===== config.mk =====
export PLATFORM = sky130hd
export DESIGN_NAME = cmc_cell
export DESIGN_NICKNAME = d
export VERILOG_FILES = /design/src/cmc_pkg.sv /design/src/cmc_cell.sv
export SDC_FILE = /design/constraint.sdc
export NUM_CORES = 1
export LEC_CHECK = 0
export BUFFER_PORTS_ARGS = -buffer_cell sky130_fd_sc_hd__buf_2
export CAP_MARGIN = 20
export CORE_MARGIN = 8
export CORE_UTILIZATION = 45
export DETAILED_ROUTE_END_ITERATION = 8
export PLACE_DENSITY = 0.75
export SKIP_LAST_GASP = 1
export SLEW_MARGIN = 20
export SYNTH_ARGS = -nofsm -noshare
export SYNTH_HDL_FRONTEND = slang
export SYNTH_SLANG_ARGS = --single-unit

===== constraint.sdc =====
create_clock -name clk_i -period 3.3 [get_ports clk_i]
set_input_delay 0 -clock clk_i [delete_from_list [all_inputs] [get_ports clk_i]]
set_output_delay 0 -clock clk_i [all_outputs]
set_load 0.05 [all_outputs]

===== src/cmc_pkg.sv =====
// Shared types and constants of the CAN message cache.
package cmc_pkg;

  localparam int unsigned ENTRIES_DEF = 64;

  localparam logic [7:0] FAIL_LIMIT_RST = 8'd3;
  localparam logic [7:0] FAIL_MAX       = 8'hFF;

  localparam logic [1:0] MODE_FRAME   = 2'd0;
  localparam logic [1:0] MODE_QUERY   = 2'd1;
  localparam logic [1:0] MODE_TIMEOUT = 2'd2;

  localparam logic [2:0] ST_DONE   = 3'd0;
  localparam logic [2:0] ST_CACHED = 3'd1;
  localparam logic [2:0] ST_FAIL   = 3'd2;
  localparam logic [2:0] ST_ASK    = 3'd3;
  localparam logic [2:0] ST_FULL   = 3'd4;

  typedef enum logic [1:0] {
    S_IDLE,
    S_SCAN,
    S_RESP
  } state_e;

  typedef struct packed {
    logic [1:0]  mode;
    logic [28:0] can_id;
    logic        is_remote;
    logic [3:0]  frame_length;
    logic [63:0] frame_data;
    logic [31:0] now_time;
  } item_t;

  // Token handed from cell to cell along the chain.
  typedef struct packed {
    logic        active;
    logic        hit;
    logic        created;
    logic        valid;
    logic [7:0]  fail;
    logic [3:0]  len;
    logic [63:0] data;
    logic [31:0] stamp;
  } link_t;

endpackage


===== src/cmc_cell.sv =====
// One cache entry of the chain: compare, update and pass the token on.
module cmc_cell #(
  parameter int unsigned         IDX_W    = 7,
  parameter logic [IDX_W-1:0]    CELL_IDX = '0
) (
  input  logic              clk_i,
  input  logic              rst_ni,
  input  cmc_pkg::item_t    item_i,
  input  logic [IDX_W-1:0]  used_i,
  input  cmc_pkg::link_t    link_i,
  output cmc_pkg::link_t    link_o
);

  logic [28:0] ident_q, ident_d;
  logic [63:0] bytes_q, bytes_d;
  logic [3:0]  len_q, len_d;
  logic        valid_q, valid_d;
  logic [7:0]  fail_q, fail_d;
  logic [31:0] stamp_q, stamp_d;
  cmc_pkg::link_t link_q, link_d;

  logic take, hit, create;

  always_comb begin
    take   = link_i.active && !link_i.hit && !link_i.created;
    hit    = take && (CELL_IDX < used_i) && (ident_q == item_i.can_id);
    create = take && (CELL_IDX == used_i) && (item_i.mode == cmc_pkg::MODE_TIMEOUT);

    ident_d = ident_q;
    bytes_d = bytes_q;
    len_d   = len_q;
    valid_d = valid_q;
    fail_d  = fail_q;
    stamp_d = stamp_q;

    if (hit && item_i.mode == cmc_pkg::MODE_FRAME && !item_i.is_remote) begin
      bytes_d = item_i.frame_data;
      len_d   = item_i.frame_length;
      valid_d = 1'b1;
      fail_d  = 8'd0;
      stamp_d = item_i.now_time;
    end
    if ((hit && item_i.mode == cmc_pkg::MODE_TIMEOUT) || create) begin
      bytes_d = '0;
      len_d   = '0;
      valid_d = 1'b0;
      stamp_d = '0;
      if (create) begin
        ident_d = item_i.can_id;
        fail_d  = 8'd1;
      end else if (fail_q != cmc_pkg::FAIL_MAX) begin
        fail_d = fail_q + 8'd1;
      end
    end

    link_d = link_i;
    if (hit) begin
      link_d.hit   = 1'b1;
      link_d.valid = valid_q;
      link_d.fail  = fail_q;
      link_d.len   = len_q;
      link_d.data  = bytes_q;
      link_d.stamp = stamp_q;
    end
    if (create) begin
      link_d.created = 1'b1;
    end
  end

  always_ff @(posedge clk_i) begin
    ident_q <= ident_d;
    bytes_q <= bytes_d;
    len_q   <= len_d;
    valid_q <= valid_d;
    fail_q  <= fail_d;
    stamp_q <= stamp_d;
  end

  always_ff @(posedge clk_i or negedge rst_ni) begin
    if (!rst_ni) begin
      link_q <= '0;
    end else begin
      link_q <= link_d;
    end
  end

  assign link_o = link_q;

endmodule


==> results of run 1 <==
[power breakdown]
group          switching, mW  total (mW)  internal [mW]
clock                   1.26        3.24           1.98
sequential            0.0273        3.19           3.16
combinational          0.490       0.900          0.410
total                   1.77        7.33           5.55
[state kept, by name, indices dropped and copies added, names as in the netlist]
name / flops
valid_q: 1
fail_q: 8
len_q: 4
bytes_q: 64
link_o: 112
ident_q: 29
stamp_q: 32
[Yosys cell counts, types with 5 or more instances]
library cell  number
dfrtp_1          112
dfxtp_1          109
mux2_2           109
nor2_1           107
mux2i_1          100
edfxtp_1          29
xnor2_1           26
clkbuf_1          22
nand4_1           11
o21ai_0           10
buf_6              8
nand2_1            7
a21oi_1            5
nand3_1            5
[worst max path at each step]
| stage | end | cells past startpoint |
|---|---|---|
| floorplan | bytes_q[0] | 8 |
| global placement | bytes_q[62] | 7 |
| detailed placement | bytes_q[41] | 7 |
| CTS | fail_q[1] | 7 |
| global route | fail_q[1] | 7 |
| finish | fail_q[1] | 7 |
[metal layers]
layer	routed length, um	track usage [%]
met4	1880	14.9
met2	17900	47.0
met1	12000	26.9
met5	0	0
met3	2500	6.81
[final cells by class]
type / instances / share of cell area (%)
repair buffers: 617 / 29.3
clock inverters: 16 / 1.51
diodes: 8 / 0.134
flip-flops and latches: 250 / 39.2
multi-input cells: 418 / 22.6
well taps: 275 / 2.30
clock buffers: 32 / 4.91
inverters: 4 / 0.100
[timing repair]
| action | CTS | global route |
|---|---|---|
| hold buffers | 244 | 0 |
| setup buffers | 0 | 0 |
| endpoints found under the hold margin | 295 | 0 |
| endpoints found under the setup margin | 0 | 0 |
| resized for setup | 0 | 0 |
[stage by stage]
step	utilization, %	setup slack [ns]	std cells	instance area (um^2)	hold slack (ns)
5_1_grt	72.1	0.157	1620	15000	0.107
4_1_cts	72.0	0.346	1612	14900	0.0602
6_report	72.1	0.297	1620	15000	0.0509
2_1_floorplan	-	0.829	707	9420	-0.296
3_5_place_dp	55.6	0.536	1320	11500	0.0863
3_3_place_gp	55.6	0.592	1320	11500	0.0925
[cells by family (layout without fill, tap and decap cells)]
kind of cell,count (synthesis),in the layout,synth area share [%]
flip-flops,250,250,62.2
adder cells (fa/ha/maj),1,1,0.133
other,0,8,0
XOR/XNOR,30,30,2.79
AND/OR/NAND/NOR,153,153,7.31
multiplexers,209,209,23.7
buffers and inverters,39,669,2.26
AO/OA/AOI/OAI,25,25,1.66
==> metrics.txt, run 1 <==
Fillers=1255; Peak Freq=333 MHz; Synth top area share=29.8%; Hold Path Class=primary input to asynchronous set/reset pin; overall routed net length=34.3 mm; clk sinks=250; Syn. warnings=0; reg-to-reg critical path endpoint=fail_q[1]; outcome=finished, final reports clean; Slew @ Worst Pin=0.879 ns; Setup Viol. Count Final=0; area of the multi-input gates=3380 um^2; Final ANT Viol Nets=0; P&R area growth vs syn=58.8%; P per Cell Area=490 nW/um^2; dpl hpwl=19.7 mm; Pre-antenna DRT Iters=5; path type of the worst setup path=flip-flop to flip-flop; Fin. Hold Viols=0; register bit total from synthesis=250; clk slew on worst S/H paths=0.06 ns; # IOs=365; crit path max fanout=3; first-pass GRT wire length=53.3 mm; CP arrival=3.41 ns; startpoint types=flip-flop; syn_area_per_cell=13.3 um^2; Worst slew margin=40.9%; initial antenna violation count=8; Crit. End Element=flip-flop; max-slew violations=0; Leak Pwr=6.64 nW; post-synthesis instance total=707; Cell Chain, Critical Path=xor2_1 > or4b_1 > or4_4 > or2_2 > o311ai_0 > dlygate4sd3_1 > nand2_1; Power Total=7.33 mW; Initial Utilization=45.4%; EDFF count, synth=29; Clock Tree Buf Depth=3; mapped cell area=9420 um^2; Top FF cell, synth=dfrtp_1; sequential-to-total area share from yosys stat=62.2%; Worst R2R Start=ident_q[7]; Vert. Die Dim=161 um; Mapped Nets=961; vias=8228; GP Congestion=0.816; via/cell ratio=5.08; worst path bufs/invs=1; overall routing resource usage=26.0%; CP startpoint=ident_q[7]; Netlist cell types=44; share of cells above drive strength 1=39.9%; H-tree Lvls=1; vias in the first global route=9484; post-synth top area cell=dfrtp_1; RSZ-0062 raised after global routing=no; detail-routed net length per standard cell=21.2 um; Max-Cap Viols=0; Critical Path Slowest Stage Cell=dlygate4sd3_1; CORE AREA=20800 um^2; CTS Buf Count=26; TritonCTS clock tree=yes; VDD IR max=0.000393 V; global route total overflow=0; Std-Cell Rows=53; main area contributors after synthesis=dfrtp_1 (30%), dfxtp_1 (23%), mux2_2 (13%); DRC Markers=0; Worst R2R Setup Slack=0.30 ns; clk_skew=0.0241 ns; worst path required time=3.70 ns; Port Buf Inserts=364; DR iter-0 viols=408; period utilization=91.0%; final net count=1571; pin count of the biggest net entering global routing=68; most common cell after layout, fill and taps aside=buf_2; largest delay contributor family on the critical path=simple AND/OR/NAND/NOR gates; Max stage delay on crit path=0.59 ns; CTS root buffer=clkbuf_16; DIE AREA=25800 um^2; Tmin final=3.00 ns; Die X=161 um; register area=5860 um^2; most frequent cells in the layout=buf_2 (363), dlygate4sd3_1 (244), dfrtp_1 (112); Total Neg Setup Slack=0 ns; ys async rst share=44.8%; R2R depth=7; Clock Latency Late Sink=0.53 ns
No activity file was read; power rests on OpenSTA's default activity.
==> run 2, diff against run 1 <==
--- a/config.mk
+++ b/config.mk
@@ -6,11 +6,12 @@
 export NUM_CORES = 1
 export LEC_CHECK = 0
 export BUFFER_PORTS_ARGS = -buffer_cell sky130_fd_sc_hd__buf_2
-export CAP_MARGIN = 20
+export CAP_MARGIN = 10
 export CORE_MARGIN = 8
 export CORE_UTILIZATION = 45
 export DETAILED_ROUTE_END_ITERATION = 8
-export PLACE_DENSITY = 0.75
+export PLACE_DENSITY = 0.82
+export REMOVE_ABC_BUFFERS = 1
 export SKIP_LAST_GASP = 1
 export SLEW_MARGIN = 20
 export SYNTH_ARGS = -nofsm -noshare
==> metrics.txt, run 2 (synthesis gave the netlist of run 1 again) <==
outcome=finished, final reports clean; CP arrival=3.36 ns; Final ANT Viol Nets=0; gr busiest metal=met2; Fin. Hold Viols=0; max reg flops=112; worst path required time=3.71 ns; Die X=161 um; Critical Path Slowest Stage Cell=dlygate4sd3_1; clk_skew=0.0116 ns; pin count of the biggest net entering global routing=113; Port Buf Inserts=364; P&R area growth vs syn=57.3%; Initial Utilization=45.4%; most frequent cells in the layout=buf_2 (363), dlygate4sd3_1 (244), dfrtp_1 (112); worst hold margin=0.105 ns; final net count=1570; Pre-antenna DRT Iters=4; vias in the first global route=9329; Cell Chain, Critical Path=xor2_1 > or4b_1 > or4_4 > or2_2 > o311ai_0 > dlygate4sd3_1 > nand2_1; GP Congestion=0.810; met1 Use GR=25.9%; clk slew on worst S/H paths=0.06 ns; overall routed net length=33.4 mm; overall routing resource usage=25.2%; Worst R2R Setup Slack=0.34 ns; startpoint types=flip-flop; CTS Buf Count=26; Fillers=1242; vias=8135; Leak Pwr=6.56 nW; CORE AREA=20800 um^2; DRC Markers=0; clk sinks=250; via/cell ratio=5.03; met2 GRT Util=46.0%; RSZ-0062 raised after global routing=no; max-slew violations=0; initial antenna violation count=7; H-tree Lvls=1; largest delay contributor family on the critical path=simple AND/OR/NAND/NOR gates; setup bufs post-CTS=0; Tmin final=2.96 ns; VDD IR max=0.000368 V; Crit. End Element=flip-flop; Worst slew margin=44.0%; worst path bufs/invs=1; TritonCTS clock tree=yes; detail-routed net length per standard cell=20.7 um; first-pass GRT wire length=51.7 mm; cts repair resizes=0; DIE AREA=25800 um^2; crit path max fanout=3; dpl hpwl=18.5 mm; global route total overflow=0; DR iter-0 viols=431; Slew @ Worst Pin=0.840 ns; Hold Path Class=primary input to asynchronous set/reset pin; Clock Tree Buf Depth=3; Max stage delay on crit path=0.60 ns; period utilization=89.6%; Setup Viol. Count Final=0; Max-Cap Viols=0; path type of the worst setup path=flip-flop to flip-flop; P per Cell Area=467 nW/um^2; Total Neg Setup Slack=0 ns; share of cells above drive strength 1=39.1%; most common cell after layout, fill and taps aside=buf_2; Vert. Die Dim=161 um; met3 usage=6.68%; Std-Cell Rows=53; Post-CTS Hold Fix Bufs=244; Clock Latency Late Sink=0.52 ns; CTS root buffer=clkbuf_16; Peak Freq=338 MHz; # IOs=365
[run 2: power breakdown]
group          total (mW)  leakage, nW  internal [mW]  switching, mW
clock network        2.83        0.407           1.64           1.19
registers            3.19         2.44           3.16         0.0261
logic               0.895         3.71          0.410          0.485
[run 2: worst min-delay path, cell delays in order]
cell and delay, ns:
dlygate4sd3_1 0.53, buf_4 0.12, buf_12 0.45
[run 2: worst paths after layout]
| kind | start | end | cells after the start |
|---|---|---|---|
| max | ident_q[0] | fail_q[1] | 7 |
| min | rst_ni | link_o[89] | 3 |
| max reg2reg | ident_q[0] | fail_q[1] | 7 |
| min reg2reg | valid_q | valid_q | 2 |
| max in group asynchronous | rst_ni | link_o[109] | 3 |
| min in group clk_i | item_i[100] | fail_q[6] | 4 |
[run 2: area by class of cell]
cell class	count	area [um^2]	area share, %
diodes	7	17.5	0.118
clock buffers	42	793	5.36
clock inverters	6	28.8	0.194
inverters	4	15.0	0.101
multi-input cells	418	3380	22.8
flip-flops and latches	250	5860	39.5
well taps	275	344	2.32
repair buffers	616	4380	29.6
[run 2: per-stage QoR]
| step | utilization, % | total power [mW] | cell area (um^2) | instances | setup slack, ns |
|---|---|---|---|---|---|
| after floorplan | - | 3.59 | 9220 | 672 | -6.94 |
| after global placement | 55.5 | 3.87 | 11500 | 1319 | 0.628 |
| after detailed placement | 55.5 | 3.88 | 11500 | 1319 | 0.548 |
| after CTS | 71.3 | 6.89 | 14800 | 1611 | 0.360 |
| after global routing | 71.3 | 7.13 | 14800 | 1618 | 0.225 |
| final | 71.3 | 6.92 | 14800 | 1618 | 0.342 |
[run 2: routing by layer]
layer  vias up  part of all wire (%)
li1       3697                     -
met1      3966                    36
met2       374                    52
met3        98                   7.0
met4         0                   4.9
met5         -                     0
